## config.mk

```make
export PLATFORM = sky130hd
export DESIGN_NAME = tga_rle_pixel_decoder
export DESIGN_NICKNAME = d
export VERILOG_FILES = /design/src/rtl/tga_rle_pkg.sv /design/src/rtl/tga_rle_cfg.sv /design/src/rtl/tga_rle_core.sv /design/src/rtl/tga_rle_out_buf.sv /design/src/rtl/tga_rle_pixel_decoder.sv
export SDC_FILE = /design/constraint.sdc
export NUM_CORES = 1
export LEC_CHECK = 0
export ABC_AREA = 1
export BUFFER_PORTS_ARGS = -buffer_cell sky130_fd_sc_hd__buf_4
export CAP_MARGIN = 20
export CORE_MARGIN = 1
export CORE_UTILIZATION = 25
export CTS_BUF_LIST = sky130_fd_sc_hd__clkbuf_4 sky130_fd_sc_hd__clkbuf_8
export CTS_CLUSTER_DIAMETER = 150
export CTS_CLUSTER_SIZE = 28
export DETAILED_ROUTE_END_ITERATION = 7
export PLACE_DENSITY = 0.4
export SKIP_CTS_REPAIR_TIMING = 1
export SLEW_MARGIN = 20
export SYNTH_ARGS = -nofsm -noshare
export SYNTH_HDL_FRONTEND = slang
export SYNTH_SLANG_ARGS = --single-unit
```

## constraint.sdc

```tcl
create_clock -name clk -period 9 [get_ports clk]
set_input_delay 0.45 -clock clk [delete_from_list [all_inputs] [get_ports clk]]
set_output_delay 0.45 -clock clk [all_outputs]
set_load 0.03 [all_outputs]
```

## src/rtl/tga_rle_pkg.sv

```systemverilog
`default_nettype none
// ----------------------------------------------------------------------------
// tga_rle_pkg
// Shared types and constants of the TGA run-length pixel decoder.
// ----------------------------------------------------------------------------
package tga_rle_pkg;

  // configuration bus
  localparam int unsigned PADDR_W = 4;
  localparam int unsigned PDATA_W = 32;

  // register indexes, word address paddr[3:2]
  localparam logic [1:0] REG_RUN_LENGTH_MODE  = 2'd0;
  localparam logic [1:0] REG_FOUR_BYTE_PIXELS = 2'd1;
  localparam logic [1:0] REG_TOTAL_PIXELS     = 2'd2;

  // packet header byte layout
  localparam int unsigned HDR_RUN_BIT = 7;

  // byte position inside a pixel, file order b, g, r, a
  localparam logic [1:0] POS_BLUE  = 2'd0;
  localparam logic [1:0] POS_GREEN = 2'd1;
  localparam logic [1:0] POS_RED   = 2'd2;
  localparam logic [1:0] POS_ALPHA = 2'd3;

  // configuration registers
  typedef struct packed {
    logic        run_length_mode;
    logic        four_byte_pixels;
    logic [31:0] total_pixels;
  } cfg_t;

  // one result item
  typedef struct packed {
    logic [7:0] red;
    logic [7:0] green;
    logic [7:0] blue;
    logic [7:0] alpha;
    logic [7:0] repeat_count;
    logic       last_pixel;
    logic       overflow_error;
  } res_t;

endpackage : tga_rle_pkg
`default_nettype wire

```

## src/rtl/tga_rle_cfg.sv

```systemverilog
`default_nettype none
// ----------------------------------------------------------------------------
// tga_rle_cfg
// APB-style register file: image type, pixel depth and pixel count.
// ----------------------------------------------------------------------------
module tga_rle_cfg
  import tga_rle_pkg::*;
(
  input  wire logic               clk,
  input  wire logic               rst_n,
  input  wire logic               psel,
  input  wire logic               penable,
  input  wire logic               pwrite,
  input  wire logic [PADDR_W-1:0] paddr,
  input  wire logic [PDATA_W-1:0] pwdata,
  output logic      [PDATA_W-1:0] prdata,
  output logic                    pready,
  output cfg_t                    cfg
);

  cfg_t       cfg_r;
  logic       wr_en;
  logic [1:0] reg_idx;

  assign pready  = 1'b1;
  assign wr_en   = psel && penable && pwrite;
  assign reg_idx = paddr[3:2];
  assign cfg     = cfg_r;

  // register writes on the access cycle
  always_ff @(posedge clk) begin
    if (!rst_n) begin
      cfg_r <= '0;
    end else if (wr_en) begin
      case (reg_idx)
        REG_RUN_LENGTH_MODE:  cfg_r.run_length_mode  <= pwdata[0];
        REG_FOUR_BYTE_PIXELS: cfg_r.four_byte_pixels <= pwdata[0];
        REG_TOTAL_PIXELS:     cfg_r.total_pixels     <= pwdata;
        default: ;
      endcase
    end
  end

  // read back
  always_comb begin
    prdata = '0;
    case (reg_idx)
      REG_RUN_LENGTH_MODE:  prdata[0] = cfg_r.run_length_mode;
      REG_FOUR_BYTE_PIXELS: prdata[0] = cfg_r.four_byte_pixels;
      REG_TOTAL_PIXELS:     prdata    = cfg_r.total_pixels;
      default:              prdata    = '0;
    endcase
  end

endmodule : tga_rle_cfg
`default_nettype wire

```

## src/rtl/tga_rle_core.sv

```systemverilog
`default_nettype none
// ----------------------------------------------------------------------------
// tga_rle_core
// Input register, packet parser and pixel assembler; one byte per cycle while results are accepted.
// ----------------------------------------------------------------------------
module tga_rle_core
  import tga_rle_pkg::*;
(
  input  wire logic       clk,
  input  wire logic       rst_n,
  input  wire cfg_t       cfg,
  input  wire logic       in_valid,
  output logic            in_ready,
  input  wire logic [7:0] in_data_byte,
  input  wire logic       in_frame_start,
  output logic            res_valid,
  input  wire logic       res_ready,
  output res_t            res
);

  // input register
  logic       stage_v_r;
  logic [7:0] stage_byte_r;
  logic       stage_fs_r;

  // parser state
  logic        expect_hdr_r,  expect_hdr_nxt;
  logic        is_run_r,      is_run_nxt;
  logic [1:0]  pos_r,         pos_nxt;
  logic [7:0]  raw_left_r,    raw_left_nxt;
  logic [7:0]  run_len_r,     run_len_nxt;
  logic [23:0] pix_buf_r,     pix_buf_nxt;
  logic [31:0] done_r,        done_nxt;

  // state after an optional frame restart
  logic        expect_hdr_e;
  logic        is_run_e;
  logic [1:0]  pos_e;
  logic [7:0]  raw_left_e;
  logic [7:0]  run_len_e;
  logic [23:0] pix_buf_e;
  logic [31:0] done_e;

  logic [32:0] diff;
  logic [31:0] left;
  logic        finished;
  logic        small_left;
  logic [7:0]  rep;
  logic [7:0]  raw_dec;
  logic        clip;
  logic [7:0]  alpha;
  logic        emit;
  logic        advance;
  logic        in_xfer;
  res_t        res_c;

  assign advance  = stage_v_r && (!emit || res_ready);
  assign in_ready = !stage_v_r || advance;
  assign in_xfer  = in_valid && in_ready;

  assign res_valid = stage_v_r && emit;
  assign res       = res_c;

  // input register
  always_ff @(posedge clk) begin
    if (!rst_n) begin
      stage_v_r <= 1'b0;
    end else if (in_xfer) begin
      stage_v_r <= 1'b1;
    end else if (advance) begin
      stage_v_r <= 1'b0;
    end
  end

  always_ff @(posedge clk) begin
    if (in_xfer) begin
      stage_byte_r <= in_data_byte;
      stage_fs_r   <= in_frame_start;
    end
  end

  // frame start clears the parser before the byte is used
  always_comb begin
    if (stage_fs_r) begin
      expect_hdr_e = 1'b1;
      is_run_e     = 1'b0;
      pos_e        = POS_BLUE;
      raw_left_e   = '0;
      run_len_e    = '0;
      pix_buf_e    = '0;
      done_e       = '0;
    end else begin
      expect_hdr_e = expect_hdr_r;
      is_run_e     = is_run_r;
      pos_e        = pos_r;
      raw_left_e   = raw_left_r;
      run_len_e    = run_len_r;
      pix_buf_e    = pix_buf_r;
      done_e       = done_r;
    end
  end

  // pixels left in the image; borrow means the count was lowered below done
  assign diff       = {1'b0, cfg.total_pixels} - {1'b0, done_e};
  assign left       = diff[31:0];
  assign finished   = diff[32] || (left == '0);
  assign small_left = (left[31:8] == '0);

  // one byte of parsing
  always_comb begin
    expect_hdr_nxt = expect_hdr_e;
    is_run_nxt     = is_run_e;
    pos_nxt        = pos_e;
    raw_left_nxt   = raw_left_e;
    run_len_nxt    = run_len_e;
    pix_buf_nxt    = pix_buf_e;
    done_nxt       = done_e;
    emit           = 1'b0;
    res_c          = '0;
    rep            = 8'd1;
    raw_dec        = '0;
    clip           = 1'b0;
    alpha          = '0;

    if (finished) begin
      // past the end: byte dropped and flagged
      emit                 = 1'b1;
      res_c.overflow_error = 1'b1;
    end else if (cfg.run_length_mode && expect_hdr_e) begin
      // packet header
      is_run_nxt     = stage_byte_r[HDR_RUN_BIT];
      pos_nxt        = POS_BLUE;
      expect_hdr_nxt = 1'b0;
      if (stage_byte_r[HDR_RUN_BIT]) begin
        run_len_nxt  = {1'b0, stage_byte_r[6:0]} + 8'd1;
        raw_left_nxt = '0;
      end else begin
        raw_left_nxt = {1'b0, stage_byte_r[6:0]} + 8'd1;
        run_len_nxt  = '0;
      end
    end else begin
      // pixel byte into its lane
      case (pos_e)
        POS_BLUE:  pix_buf_nxt[7:0]   = stage_byte_r;
        POS_GREEN: pix_buf_nxt[15:8]  = stage_byte_r;
        POS_RED:   pix_buf_nxt[23:16] = stage_byte_r;
        default:   alpha = cfg.four_byte_pixels ? stage_byte_r : 8'd0;
      endcase

      if (pos_e == POS_BLUE || pos_e == POS_GREEN ||
          (cfg.four_byte_pixels && pos_e == POS_RED)) begin
        pos_nxt = pos_e + 2'd1;
      end else begin
        // pixel complete
        pos_nxt = POS_BLUE;
        if (cfg.run_length_mode) begin
          if (is_run_e) begin
            rep            = (run_len_e != '0) ? run_len_e : 8'd1;
            expect_hdr_nxt = 1'b1;
          end else begin
            raw_dec      = (raw_left_e != '0) ? raw_left_e - 8'd1 : 8'd0;
            raw_left_nxt = raw_dec;
            if (raw_dec == '0) begin
              expect_hdr_nxt = 1'b1;
            end
          end
        end

        // clip to the pixels left
        clip = small_left && (left[7:0] < rep);
        if (clip) begin
          done_nxt = cfg.total_pixels;
        end else begin
          done_nxt = done_e + {24'd0, rep};
        end

        emit                 = 1'b1;
        res_c.red            = pix_buf_nxt[23:16];
        res_c.green          = pix_buf_nxt[15:8];
        res_c.blue           = pix_buf_nxt[7:0];
        res_c.alpha          = alpha;
        res_c.repeat_count   = clip ? left[7:0] : rep;
        res_c.last_pixel     = clip || (small_left && left[7:0] == rep);
        res_c.overflow_error = clip;
      end
    end
  end

  // parser state
  always_ff @(posedge clk) begin
    if (!rst_n) begin
      expect_hdr_r <= 1'b1;
      is_run_r     <= 1'b0;
      pos_r        <= POS_BLUE;
      raw_left_r   <= '0;
      run_len_r    <= '0;
      pix_buf_r    <= '0;
      done_r       <= '0;
    end else if (advance) begin
      expect_hdr_r <= expect_hdr_nxt;
      is_run_r     <= is_run_nxt;
      pos_r        <= pos_nxt;
      raw_left_r   <= raw_left_nxt;
      run_len_r    <= run_len_nxt;
      pix_buf_r    <= pix_buf_nxt;
      done_r       <= done_nxt;
    end
  end

endmodule : tga_rle_core
`default_nettype wire

```

## src/rtl/tga_rle_out_buf.sv

```systemverilog
`default_nettype none
// ----------------------------------------------------------------------------
// tga_rle_out_buf
// Result register with a skid entry; ready toward the core is registered.
// ----------------------------------------------------------------------------
module tga_rle_out_buf
  import tga_rle_pkg::*;
(
  input  wire logic clk,
  input  wire logic rst_n,
  input  wire logic res_valid,
  output logic      res_ready,
  input  wire res_t res,
  output logic      out_valid,
  input  wire logic out_ready,
  output res_t      out_res
);

  logic main_v_r;
  logic skid_v_r;
  res_t main_r;
  res_t skid_r;
  logic push;

  assign res_ready = !skid_v_r;
  assign push      = res_valid && res_ready;
  assign out_valid = main_v_r;
  assign out_res   = main_r;

  // valid flags
  always_ff @(posedge clk) begin
    if (!rst_n) begin
      main_v_r <= 1'b0;
      skid_v_r <= 1'b0;
    end else if (main_v_r && !out_ready) begin
      if (push) begin
        skid_v_r <= 1'b1;
      end
    end else if (skid_v_r) begin
      main_v_r <= 1'b1;
      skid_v_r <= 1'b0;
    end else begin
      main_v_r <= push;
    end
  end

  // payload
  always_ff @(posedge clk) begin
    if (main_v_r && !out_ready) begin
      if (push) begin
        skid_r <= res;
      end
    end else if (skid_v_r) begin
      main_r <= skid_r;
    end else if (push) begin
      main_r <= res;
    end
  end

endmodule : tga_rle_out_buf
`default_nettype wire

```

## src/rtl/tga_rle_pixel_decoder.sv

```systemverilog
`default_nettype none
// ----------------------------------------------------------------------------
// tga_rle_pixel_decoder
// TGA truecolor pixel-data decoder, raw or run-length, 24 or 32 bit pixels.
// Path: the byte that completes a pixel is held in the input register, and its
//   result then passes to the result register.
// Throughput: one byte per cycle while the output accepts results; header bytes
//   and partial-pixel bytes produce no result, every completed pixel or dropped byte produces one.
// Reset: synchronous rst_n clears the valid flags and configuration, and resets the parser state.
// ----------------------------------------------------------------------------
module tga_rle_pixel_decoder
  import tga_rle_pkg::*;
(
  input  wire logic               clk,
  input  wire logic               rst_n,
  // configuration
  input  wire logic               psel,
  input  wire logic               penable,
  input  wire logic               pwrite,
  input  wire logic [PADDR_W-1:0] paddr,
  input  wire logic [PDATA_W-1:0] pwdata,
  output logic      [PDATA_W-1:0] prdata,
  output logic                    pready,
  // byte input
  input  wire logic               in_valid,
  output logic                    in_ready,
  input  wire logic [7:0]         in_data_byte,
  input  wire logic               in_frame_start,
  // pixel output
  output logic                    out_valid,
  input  wire logic               out_ready,
  output logic      [7:0]         out_red,
  output logic      [7:0]         out_green,
  output logic      [7:0]         out_blue,
  output logic      [7:0]         out_alpha,
  output logic      [7:0]         out_repeat_count,
  output logic                    out_last_pixel,
  output logic                    out_overflow_error
);

  cfg_t cfg;
  res_t core_res;
  logic core_res_valid;
  logic core_res_ready;
  res_t out_res;

  // register file
  tga_rle_cfg u_cfg (
    .clk     (clk),
    .rst_n   (rst_n),
    .psel    (psel),
    .penable (penable),
    .pwrite  (pwrite),
    .paddr   (paddr),
    .pwdata  (pwdata),
    .prdata  (prdata),
    .pready  (pready),
    .cfg     (cfg)
  );

  // parser
  tga_rle_core u_core (
    .clk            (clk),
    .rst_n          (rst_n),
    .cfg            (cfg),
    .in_valid       (in_valid),
    .in_ready       (in_ready),
    .in_data_byte   (in_data_byte),
    .in_frame_start (in_frame_start),
    .res_valid      (core_res_valid),
    .res_ready      (core_res_ready),
    .res            (core_res)
  );

  // result register
  tga_rle_out_buf u_out_buf (
    .clk       (clk),
    .rst_n     (rst_n),
    .res_valid (core_res_valid),
    .res_ready (core_res_ready),
    .res       (core_res),
    .out_valid (out_valid),
    .out_ready (out_ready),
    .out_res   (out_res)
  );

  assign out_red            = out_res.red;
  assign out_green          = out_res.green;
  assign out_blue           = out_res.blue;
  assign out_alpha          = out_res.alpha;
  assign out_repeat_count   = out_res.repeat_count;
  assign out_last_pixel     = out_res.last_pixel;
  assign out_overflow_error = out_res.overflow_error;

  // a pixel that is not flagged always covers at least one pixel
  a_rep_nonzero: assert property (@(posedge clk) disable iff (!rst_n)
    out_valid && !out_overflow_error |-> out_repeat_count != 8'd0)
    else $error("unflagged result with zero repeat count");

  // a dropped byte carries no pixel
  a_drop_clean: assert property (@(posedge clk) disable iff (!rst_n)
    out_valid && out_repeat_count == 8'd0 |->
      out_overflow_error && !out_last_pixel && out_red == 8'd0 &&
      out_green == 8'd0 && out_blue == 8'd0 && out_alpha == 8'd0)
    else $error("zero-count result is not a clean drop");

  // a clipped result always ends the image
  a_clip_last: assert property (@(posedge clk) disable iff (!rst_n)
    out_valid && out_overflow_error && out_repeat_count != 8'd0 |->
      out_last_pixel)
    else $error("clipped result without last pixel");

  // the skid entry fills only while the head result is stalled
  a_skid_fill: assert property (@(posedge clk) disable iff (!rst_n)
    !core_res_ready |-> $past(out_valid && !out_ready))
    else $error("skid entry filled without a stall");

endmodule : tga_rle_pixel_decoder
`default_nettype wire
```

* After elaboration in Yosys (flattened, before gate mapping)
Cells that the tools add are included.
** Operators by class
- Add/subtract/negate cells :: 5
- Magnitude comparators :: 1
- Equal/unequal tests :: 5
- Mux-type cells :: 60
- Bitwise gates (word level) :: 1
- Reductions and logical operators :: 37
** Operators by type and width (count)
- 8-bit two-way mux :: 24
- 42-bit two-way mux :: 4
- 32-bit two-way mux :: 5
- 24-bit two-way mux :: 3
- 41-bit two-way mux :: 1
- 32-bit by 32-bit subtractor with 33-bit output :: 1
- 32-bit by 8-bit adder with 32-bit output :: 1
- 32-bit logical NOT :: 1
- 31-bit two-way mux :: 1
- 24-bit logical NOT :: 1
- 1-bit two-way mux :: 17
- 8-bit nonzero test :: 2
- 2-bit AND reduction :: 6
- 1-bit logical AND :: 11
- 7-bit by 1-bit adder with 8-bit output, second input constant :: 1
- 8-bit == test :: 1
- 8-bit logical NOT :: 1
- 8-bit < comparator :: 1
- 2-bit two-way mux :: 4
- 8-bit by 1-bit subtractor with 8-bit output, second input constant :: 1
- 1-bit logical OR :: 6
- 2-bit by 1-bit == test with 1-bit output, second input constant :: 2
- 2-bit == test, second input constant :: 2
- 1-bit logical NOT :: 4
- other kinds (6) :: 8
** Storage, ports and cells
- Bits in registers :: 206
- Bits of input ports :: 52
- Output and inout port bits :: 77
- Word-level logic and storage cells :: 138

* Logic depth before layout (Yosys ltp)
Gate-level depths: netlist (run 1).
- Depth in word-level cells :: 16
- Depth in mapped cells :: 32
- Depth with buffers taken out :: 28

* By module
Synthesis (run 1) repeated with hierarchy kept, for this count alone.
** Second synthesis, totals
- Cell total of the unflattened synthesis :: 2453
- Area, all modules :: 15308.4 µm²
** Modules (own cells, without submodules)
- tga_rle_core :: instances 1, cells an instance 1925, area each 10331.2 µm², seq. area each 1811.7 µm²
- tga_rle_out_buf :: instances 1, cells an instance 231, area each 3198.1 µm², seq. area each 2562.5 µm²
- tga_rle_cfg :: instances 1, cells an instance 297, area each 1779.2 µm², seq. area each 680.7 µm²

* Least setup slack after synthesis (run 1)
Ideal clock, no wire load.
- Kind :: register to register
- From :: register u_core.stage_fs_r
- To :: register u_out_buf.skid_r[0] (netlist bit) (enable)
- Data arrival time :: 6.119 ns
- Required time :: 8.506 ns
- Setup slack :: 2.387 ns
- Stages on the path, launching flop included :: 22
- Path buffers :: 4
- Clock period less this slack :: 6.613 ns
- Cell sequence :: edfxtp_1 buf_2 inv_1 clkbuf_1 clkbuf_1 clkbuf_1 nand2_1 ha_1 nand2_1 nand2_1 inv_1 nand2_1 nand2_1 nand2_1 xor2_1 nor2_1 nand3_1 nor3_1 nand3_4 nand3_2 nand2_1 nor3_1
** On the way
- Word-level cells in the longest chain between the ends :: 10
- Elaborated cells between the ends (all ways) :: 19
- Those cells by class :: add/sub (1); eq/ne (2); mux (6); reduce/logical (10)
** Ends and longest elaborated chain
- start: declaration :: line tga_rle_core.sv:24 : logic stage_fs_r;
- start signal: assignment :: line tga_rle_core.sv:78 : stage_fs_r <= in_frame_start;
- parallel branches: the longest is 6 deep, another holds 32-bit by 32-bit subtractor with 33-bit output
- 1-bit two-way mux * :: line tga_rle_core.sv:125 : if (finished) begin
- 1-bit logical AND * :: line tga_rle_core.sv:61 : assign res_valid = stage_v_r && emit;
- 1-bit logical AND * :: line tga_rle_out_buf.sv:26 : assign push = res_valid && res_ready;
- 2-bit AND reduction (no line) *
- end signal: assignment :: line tga_rle_out_buf.sv:51 : skid_r <= res;
- end: declaration :: line tga_rle_out_buf.sv:22 : res_t skid_r;
Every way passes the cells marked *.
A chain may end at the register's enable or synchronous reset.

* Final worst setup path (run 1)
- From :: register u_core.stage_fs_r
- To :: output in_ready
** On the way
- Word-level cells in the longest chain between the ends :: 11
- Elaborated cells between the ends (all ways) :: 20
- Those cells by class :: add/sub (1); eq/ne (2); mux (6); reduce/logical (11)
** Ends and longest elaborated chain
- parallel branches: the longest is 6 deep, another holds 32-bit by 32-bit subtractor with 33-bit output
- 1-bit two-way mux * :: line tga_rle_core.sv:125
- 1-bit logical NOT * :: line tga_rle_core.sv:57 : assign advance = stage_v_r && (!emit || res_ready);
- 1-bit logical OR * :: line tga_rle_core.sv:57
- 1-bit logical AND * :: line tga_rle_core.sv:57
- 1-bit logical OR * :: line tga_rle_core.sv:58 : assign in_ready = !stage_v_r || advance;
- end: declaration :: line tga_rle_pixel_decoder.sv:26 : output logic in_ready,
Marked as above.

==> results of run 1 <==
metrics by stage:
stage                     area [um^2]  setup WS, ns  std cells  util [%]  hold WS (ns)
after floorplan                 14400          2.39       2223         -         0.438
after global placement          16000          3.69       3029      28.3         0.453
after detailed placement        16000          3.65       3029      28.3         0.458
after CTS                       16200          3.42       3046      28.6       -0.0235
after global routing            16200          3.06       3051      28.7       0.00262
final                           16200          3.52       3051      28.7        0.0425
worst max-delay path, stage by stage, from the launching register on:
cell,delay [ns]
edfxtp_1,0.42
clkinv_1,0.06
buf_4,0.59
nand2_1,0.34
ha_1,0.54
nand2_1,0.14
inv_2,0.08
nand2_1,0.12
nor3_2,0.39
and2_1,0.19
nand2_1,0.07
nand3_1,0.08
nand2_1,0.06
nor2_1,0.10
nand2_2,0.10
nor2_8,0.28
nand3_4,0.18
nand3_2,0.17
nand2_1,0.12
inv_1,0.08
nand2_1,0.10
buf_4,0.22
kinds of logic after synthesis:
group,synth area share (%)
buffers and inverters,11.1
flip-flops,35.1
multiplexers,0.0695
other,0.0260
AND/OR/NAND/NOR,35.3
AO/OA/AOI/OAI,10.6
XOR/XNOR,2.68
adder cells (fa/ha/maj),5.06
cell usage in the layout, fill, tap and decap left out, drive strengths merged, types with 30 or more instances in the layout:
cell type	Yosys	routed
nand2	722	722
nor2	329	329
inv	304	305
o21ai	194	194
buf	40	140
dfxtp	113	113
nand3	100	100
edfxtp	93	93
a21oi	83	83
ha	55	55
xor2	36	36
nor3	30	30
per-layer routing:
metal | vias to the layer above | track usage (%) | wire length (um)
met5 | - | 0 | 0
met4 | 0 | 3.83 | 1030
met3 | 46 | 1.34 | 1390
met2 | 242 | 26.5 | 21100
met1 | 6145 | 21.8 | 23200
li1 | 7118 | - | -
worst max-delay path by stage:
stage | from | end | slack [ns] | cells after the start
2_1_floorplan | u_core.stage_fs_r | u_out_buf.skid_r[0] | 2.39 | 21
3_3_place_gp | u_core.stage_fs_r | u_out_buf.out_res[2] | 3.69 | 23
3_5_place_dp | u_core.stage_fs_r | u_out_buf.out_res[14] | 3.65 | 23
4_1_cts | u_core.stage_fs_r | in_ready | 3.42 | 21
5_1_grt | u_core.stage_fs_r | in_ready | 3.06 | 21
6_report | u_core.stage_fs_r | in_ready | 3.52 | 21
registers in the layout, summed over array words and instances, names as in the netlist:
| register | flops |
|---|---|
| u_out_buf.skid_v_r | 1 |
| u_out_buf.skid_r | 42 |
| u_core.expect_hdr_r | 1 |
| u_core.pix_buf_r | 24 |
| u_core.run_len_r | 8 |
| u_core.raw_left_r | 8 |
| u_core.stage_fs_r | 1 |
| u_cfg.cfg | 34 |
| u_core.is_run_r | 1 |
| u_out_buf.out_valid | 1 |
| u_core.stage_v_r | 1 |
| u_out_buf.out_res | 42 |
| u_core.done_r | 32 |
| u_core.stage_byte_r | 8 |
| u_core.pos_r | 2 |
power by group:
group	total (mW)	internal (mW)	switching (mW)
Combinational	0.635	0.195	0.441
Sequential	1.04	1.02	0.0226
Clock	0.473	0.133	0.339
final cells by class:
cell class,count,area (um^2),area share [%]
clock buffers,14,174,1.07
clock inverters,3,23.8,0.146
inverters,309,1160,7.16
multi-input cells,1618,7780,47.9
flip-flops and latches,206,5050,31.1
well taps,756,946,5.82
repair buffers,145,1100,6.78
==> reports/qor.csv, run 1 <==
stage;metric;value;unit
drt;remaining_drc_errors;0;
outcome;status;finished, final reports clean;
synthesis;syn_inst;2223;
worst_setup_path;critical_path_class;reg2out;
drt;vias_per_cell;4.44;
floorplanning;fp.coreArea;56600;um^2
power_and_ir_drop;powerDensity;132;nW/um^2
cts;clk_latency;0.58;ns
drt;num_vias;13600;
global_route;overflow;0;
worst_setup_path;ff2ff_path_depth;23;
sta;tightestPinTransition;1.03;ns
worst_setup_path;startpoint_type;flop;
drt;wl;46.7;mm
synthesis;syn_area_per_cell;6.48;um^2
synthesis;synth_cell_type_count;52;
job;cap_violations;0;
cts;clk_path_buf_depth;3;
worst_setup_path;timing.rr.start;u_core.stage_fs_r;
drt;avgRoutedWirePerCell;15.3;um
synthesis;yosysMostFrequentCell;nand2_1;
global_route;grt_usage;15.8;%
power_and_ir_drop;ir_drop;83.3;uV
synthesis;synthesis.nets;2332;
place;io_buffers;125;
place;dp.final_hpwl;33.6;mm
cts;ctsHtreeMaxLevel;1;
sta;tns;0;ns
cts;path_clk_slew;0.19;ns
sta;finalSetupViolations;0;
floorplanning;fp-row-count;87;
sta;final.min_clock_period;5.48;ns
synthesis;yosys_warnings;0;
global_route;grt_start_max_net_pins;93;
place;place.gp.congestion;0.865;
worst_setup_path;r2r_end;u_out_buf.out_res[14];
cts;cts_tree;yes;
cts;clockRootBuffer;clkbuf_8;
min_path;min_from;in_data_byte[3];
synthesis;synth_edf_count;93;
sta;skew;0.0407;ns
final_layout;insertedDiodeCount;0;
drt;dr.pass1.iters;5;
global_route;grt_pass1_vias;13200;
synthesis;syn_area;14400;um^2
worst_setup_path;reg2reg_slack;3.64;ns
floorplanning;io_pins;129;
synthesis;synth_seq_cells;206;
cts;numCtsBuffers;11;
synthesis;synth_top_area_cell;edfxtp_1;
sta;max_freq;182;MHz
worst_setup_path;worst-path-max-fanout;61;
min_path;hp-class;in2reg;
synthesis;ys_top_cells_by_area;edfxtp_1 (19%), nand2_1 (18%), dfxtp_1 (16%);
drt;ant_nets;0;
floorplanning;die_area;58600;um^2
sta;finalHoldViolations;0;
cts;cts.sinks;206;
final_layout;final_nets;2400;
worst_setup_path;crit_required;8.55;ns
power_and_ir_drop;finalPower;2.15;mW
final_layout;num-fill-cells;6396;
floorplanning;fp.dieH;242;um
worst_setup_path;arrival;5.03;ns
floorplanning;start_util;25.4;%
final_layout;drive_above_1_share;9.76;%
power_and_ir_drop;p_leak;7.42;nW
min_path;min_to;u_core.stage_byte_r[3];
floorplanning;die_w;242;um
global_route;grt_first_pass_wirelength;74.6;mm
sta;fin_crit_sh;60.9;%
sta;rsz0062_at_grt;false;
drt;drt_iter0_markers;810;
sta;max_slew_margin;31.5;%
synthesis;async_flop_share;0;%
min_path;min_path_cells;1;
synthesis;ys_seq_area_share;35.1;%
sta;maxSlewViolCount;0;
synthesis;synth_flop_cell;dfxtp_1;
global_route;antenna_found_initial;0;
final_layout;syn2layout_area_growth;12.8;%
worst_setup_path;end_kind;output port;
synthesis;yosysTopAreaCellShare;19.4;%
synthesis;synthTopCellsByCount;nand2_1 (703), nor2_1 (307), inv_1 (294);
No activity file was read; power rests on OpenSTA's default activity.
==> run 2: changes to the inputs <==
==> constraint.sdc (replaced) <==
create_clock -name clk -period 5.6 [get_ports clk]
set_input_delay 0.28 -clock clk [delete_from_list [all_inputs] [get_ports clk]]
set_output_delay 0.28 -clock clk [all_outputs]
set_load 0.03 [all_outputs]
==> run 2 against run 1 <==
  * The run now ends with negative hold slack left
  * Die area unchanged
  * Core utilization increased by 0.48 points
  * Clock power increased by 75%
  * First-iteration DRC count decreased by 2.5%
  * Critical path depth decreased by 1
  * Setup slack got worse by 2.9 ns
  * Clock skew increased by 0.032 ns
  * Via count about the same
  * Routed wire length decreased by 0.71%
  * Worst hold slack got worse by 0.056 ns
  * Final area increased by 1.7%
==> reports/qor.csv, run 2 (synthesized netlist as in run 1, its figures left out) <==
stage;metric;value;unit
outcome;status;finished, violations left;
outcome;failed_checks;negative hold slack;
floorplanning;fp-row-count;87;
power_and_ir_drop;p_leak;7.54;nW
cts;cts_tree;yes;
drt;drt_iter0_markers;790;
floorplanning;die_area;58600;um^2
drt;avgRoutedWirePerCell;15.1;um
min_path;hp-class;in2reg;
final_layout;final_cell_mix;nand2_1 (703), nor2_1 (306), inv_1 (293);
worst_setup_path;startpoint_type;flop;
drt;remaining_drc_errors;0;
drt;wl;46.4;mm
final_layout;num-fill-cells;6383;
global_route;overflow;0;
global_route;antenna_found_initial;0;
sta;maxSlewViolCount;0;
place;io_buffers;125;
drt;dr.pass1.iters;5;
final_layout;syn2layout_area_growth;14.7;%
job;cap_violations;0;
sta;whs;-0.0131;ns
worst_setup_path;crit_end;in_ready;
cts;numCtsBuffers;12;
global_route;grt_start_max_net_pins;75;
worst_setup_path;end_kind;output port;
drt;met3WireLength;1.52;mm
drt;ant_nets;0;
worst_setup_path;critical_path_class;reg2out;
worst_setup_path;crit_required;5.32;ns
cts;clk_path_buf_depth;3;
sta;finalSetupViolations;0;
sta;skew;0.0731;ns
place;place.gp.congestion;0.850;
floorplanning;io_pins;129;
drt;num_vias;13600;
sta;tightestPinTransition;0.976;ns
final_layout;final_nets;2418;
final_layout;drive_above_1_share;10.1;%
cts;path_clk_slew;0.17;ns
place;place_area;16100;um^2
power_and_ir_drop;powerDensity;214;nW/um^2
cts;cts.sinks;206;
global_route;grt_usage;15.5;%
worst_setup_path;arrival;4.70;ns
worst_setup_path;r2r_end;u_core.done_r[30];
cts;clk_latency;0.60;ns
worst_setup_path;timing.rr.start;u_core.stage_fs_r;
final_layout;final_common_cell;nand2_1;
sta;max_slew_margin;34.9;%
sta;rsz0062_at_grt;false;
worst_setup_path;crit_start;u_core.stage_fs_r;
drt;wl_met2;21.0;mm
sta;fin_crit_sh;89.0;%
sta;final.min_clock_period;4.98;ns
floorplanning;die_w;242;um
worst_setup_path;ff2ff_path_depth;24;
drt;wl_met1;22.8;mm
global_route;grt_pass1_vias;12900;
drt;highest_layer;met4;
final_layout;final_cell_area;16500;um^2
place;dp.final_hpwl;34.6;mm
final_layout;post-route-util;29.2;%
sta;max_freq;201;MHz
floorplanning;start_util;25.4;%
drt;vias_per_cell;4.41;
floorplanning;fp.coreArea;56600;um^2
power_and_ir_drop;ir_drop;133;uV
sta;finalHoldViolations;8;
worst_setup_path;reg2reg_slack;0.69;ns
cts;ctsHtreeMaxLevel;1;
cts;clockRootBuffer;clkbuf_8;
global_route;grt_first_pass_wirelength;73.2;mm
worst_setup_path;worst-path-max-fanout;27;
floorplanning;fp.dieH;242;um
==> run 2: cell types whose count changed in the layout (fill, tap and decap cells not counted), sizes merged <==
cell / before / now
inv: 305 / 306
dlygate4sd3: 5 / 18
clkinv: 7 / 6
clkinvlp: 0 / 1
clkbuf: 14 / 16
diode: 0 / 1
buf: 140 / 144
==> run 2: metrics by stage <==
step / worst slack, ns / total power [mW] / TNS (ns) / std cells
final: 0.618 / 3.54 / 0 / 3072
after CTS: 0.509 / 3.59 / 0 / 3053
after global routing: 0.165 / 3.76 / 0 / 3071
after global placement: 0.667 / 2.72 / 0 / 3033
after detailed placement: 0.698 / 2.73 / 0 / 3033
after floorplan: -0.000766 / 2.44 / -0.0322 / 2223
==> run 2: worst min path at each step <==
| stage | startpoint | endpoint | slack (ns) | cells past startpoint |
|---|---|---|---|---|
| global placement | u_core.raw_left_r[6] | u_core.raw_left_r[6] | 0.45 | 2 |
| detailed placement | u_core.raw_left_r[4] | u_core.raw_left_r[4] | 0.46 | 2 |
| global route | pwdata[15] | u_cfg.cfg[15] | 0.002 | 3 |
| floorplan | in_data_byte[0] | u_core.stage_byte_r[0] | 0.38 | 0 |
| CTS | in_data_byte[5] | u_core.stage_byte_r[5] | -0.19 | 1 |
| finish | pwdata[8] | u_cfg.cfg[8] | -0.01 | 3 |
==> run 2: per-layer routing <==
layer / track usage (%) / up-vias
met1: 21.5 / 6128
met2: 25.8 / 227
met4: 3.63 / 0
met5: 0 / -
li1: - / 7157
met3: 1.62 / 46
==> run 2: critical path: stages (launching register included) <==
cell and delay [ns]:
edfxtp_1 0.42, clkinv_1 0.19, buf_4 0.37, nand2_1 0.24
ha_1 0.43, nand2_1 0.12, nor2_1 0.28, nand3_1 0.13
nand3_1 0.24, nand2_1 0.13, nand3_1 0.10, nand2_1 0.06
nor2_1 0.11, nand2_2 0.12, nor2_8 0.30, nand3_4 0.18
nand3_2 0.17, nand2_1 0.13, inv_1 0.10, nand2_1 0.09
buf_4 0.21
==> run 2: final cells by class <==
cell class | count | area [um^2] | share of cell area, %
Multi-Input combinational cell | 1618 | 7780 | 47.1
Sequential cell | 206 | 5060 | 30.6
Timing Repair Buffer | 162 | 1310 | 7.94
Inverter | 309 | 1160 | 7.04
Tap cell | 756 | 946 | 5.73
Clock buffer | 16 | 201 | 1.22
Clock inverter | 4 | 52.6 | 0.318
Antenna cell | 1 | 2.50 | 0.0152
==> run 2: report_power, final <==
group / switching (mW) / internal, mW / leakage (nW)
clock: 0.573 / 0.257 / 0.130
sequential: 0.0356 / 1.64 / 1.80
combinational: 0.711 / 0.322 / 5.60
total: 1.32 / 2.22 / 7.54
==> run 3: changes to the inputs <==
==> constraint.sdc (replaced) <==
create_clock -name clk -period 5.3 [get_ports clk]
set_input_delay 0.265 -clock clk [delete_from_list [all_inputs] [get_ports clk]]
set_output_delay 0.265 -clock clk [all_outputs]
set_load 0.03 [all_outputs]
==> run 3 against run 2 <==
  * The flow still finishes with violations (negative hold slack)
  * First-iteration DRC count decreased by 6.5%
  * Cell count increased by 0.59%
  * Sequential share of layout area decreased by 0.29 points
  * Critical path depth increased by 1
  * Setup slack got worse by 0.22 ns
  * Register-to-register slack got worse by 0.15 ns
  * Core utilization increased by 0.28 points
  * Power increased by 6.2%
  * Critical endpoint unchanged
  * Largest cell class unchanged
  * Highest routed layer unchanged
==> reports/qor.csv, run 3 (synthesized netlist as in run 1, its figures left out) <==
stage;metric;value;unit
worst_setup_path;worst-path-max-fanout;25;
drt;vias_per_cell;4.43;
place;place.gp.congestion;0.835;
place;dp.final_hpwl;34.4;mm
final_layout;drive_above_1_share;10.2;%
cts;numCtsBuffers;12;
global_route;overflow;0;
sta;final.min_clock_period;4.90;ns
final_layout;insertedDiodeCount;0;
sta;tightestPinTransition;1.02;ns
global_route;grt_start_max_net_pins;93;
worst_setup_path;crit_required;5.04;ns
job;cap_violations;0;
power_and_ir_drop;powerDensity;225;nW/um^2
floorplanning;io_pins;129;
worst_setup_path;path_cells;buf_4 > nor2_1 > ha_1 > fa_1 > inv_1 > nand3_1 > nand3_1 > nand2_1 > nand2_1 > nand2_1 > nand4_1 > nand2_1 > nor2_1 > nand2_2 > nor2_8 > nand3_4 > nand3_2 > nand2_1 > inv_1 > nand2_1 > buf_4;
global_route;grt_pass1_vias;12900;
floorplanning;die_w;242;um
worst_setup_path;critical_path_class;reg2out;
final_layout;final_nets;2437;
worst_setup_path;end_kind;output port;
sta;whs;-0.0140;ns
drt;dr.pass1.iters;5;
final_layout;final_common_cell;nand2_1;
cts;path_clk_slew;0.20;ns
sta;rsz0062_at_grt;false;
final_layout;final_cell_area;16700;um^2
floorplanning;fp.dieH;242;um
floorplanning;die_area;58600;um^2
drt;ant_nets;0;
global_route;grt_usage;15.4;%
floorplanning;fp.coreArea;56600;um^2
cts;cts.sinks;206;
global_route;grt_first_pass_wirelength;72.1;mm
power_and_ir_drop;finalPower;3.76;mW
drt;avgRoutedWirePerCell;15.0;um
outcome;status;finished, violations left;
drt;remaining_drc_errors;0;
power_and_ir_drop;p_leak;7.61;nW
floorplanning;fp-row-count;87;
final_layout;syn2layout_area_growth;15.8;%
min_path;hp-class;in2reg;
power_and_ir_drop;ir_drop;138;uV
sta;tns;0;ns
place;io_buffers;125;
cts;ctsHtreeMaxLevel;1;
floorplanning;start_util;25.4;%
worst_setup_path;startpoint_type;flop;
place;place_area;16100;um^2
sta;max_slew_margin;32.3;%
sta;finalSetupViolations;0;
cts;clockRootBuffer;clkbuf_8;
sta;max_freq;204;MHz
sta;skew;0.0415;ns
drt;wl;46.3;mm
worst_setup_path;arrival;4.64;ns
worst_setup_path;crit_path_max_incr_delay;0.44;ns
cts;clk_path_buf_depth;3;
worst_setup_path;crit_path_top_delay_cell;edfxtp_1;
worst_setup_path;crit_path_frequent_cell;nand2_1;
drt;num_vias;13700;
drt;drt_iter0_markers;739;
cts;clk_latency;0.59;ns
cts;cts_tree;yes;
final_layout;final_cell_mix;nand2_1 (703), nor2_1 (306), inv_1 (293);
sta;fin_crit_sh;92.5;%
sta;finalHoldViolations;6;
sta;maxSlewViolCount;0;
global_route;antenna_found_initial;0;
outcome;failed_checks;negative hold slack;
run 3: layout make-up:
| type | instances | area, um^2 |
|---|---|---|
| tap | 756 | 946 |
| sequential | 206 | 5060 |
| multi-input combinational | 1618 | 7780 |
| inverter | 309 | 1170 |
| clock buffer | 16 | 201 |
| clock inverter | 4 | 55.1 |
| timing repair buffer | 181 | 1460 |
| fill | 6340 | 39900 |
run 3: stage by stage:
step	util (%)	cells	setup slack [ns]
floorplan	-	2223	0.366
global placement	28.4	3038	0.521
detailed placement	28.4	3038	0.507
CTS	28.9	3058	0.335
global route	29.4	3090	0.0593
finish	29.4	3090	0.396
run 3: critical path, delay by kind of cell (launching register included):
kind	cells	cell delay, ns
adder cells (fa/ha/maj)	2	0.70
buffers and inverters	4	0.80
AND/OR/NAND/NOR	15	2.06
flip-flops	1	0.44
run 3: layer usage:
metal  wire (um)  up-vias  share of wire [%]  track usage, %
met5           0        -                  0               0
li1            -     7203                  -               -
met4         944        0                2.0            3.54
met2       20600      258                 45            25.2
met3        1740       42                3.8            1.52
met1       22900     6176                 50            21.6
run 3: final timing paths:
kind	from	to	slack [ns]	depth (start not counted)
setup / recovery	u_core.stage_fs_r	in_ready	0.40	21
hold / removal	pwdata[29]	u_cfg.cfg[29]	-0.01	3
setup reg to reg	u_core.stage_fs_r	u_core.done_r[29]	0.54	25
hold reg to reg	u_core.raw_left_r[1]	u_core.raw_left_r[1]	0.48	2
run 3: report_power, final:
part           leakage [nW]  switching [mW]  internal [mW]
logic                  5.68           0.753          0.353
registers              1.80          0.0372           1.73
clock network         0.131           0.607          0.275
total                  7.61            1.40           2.36
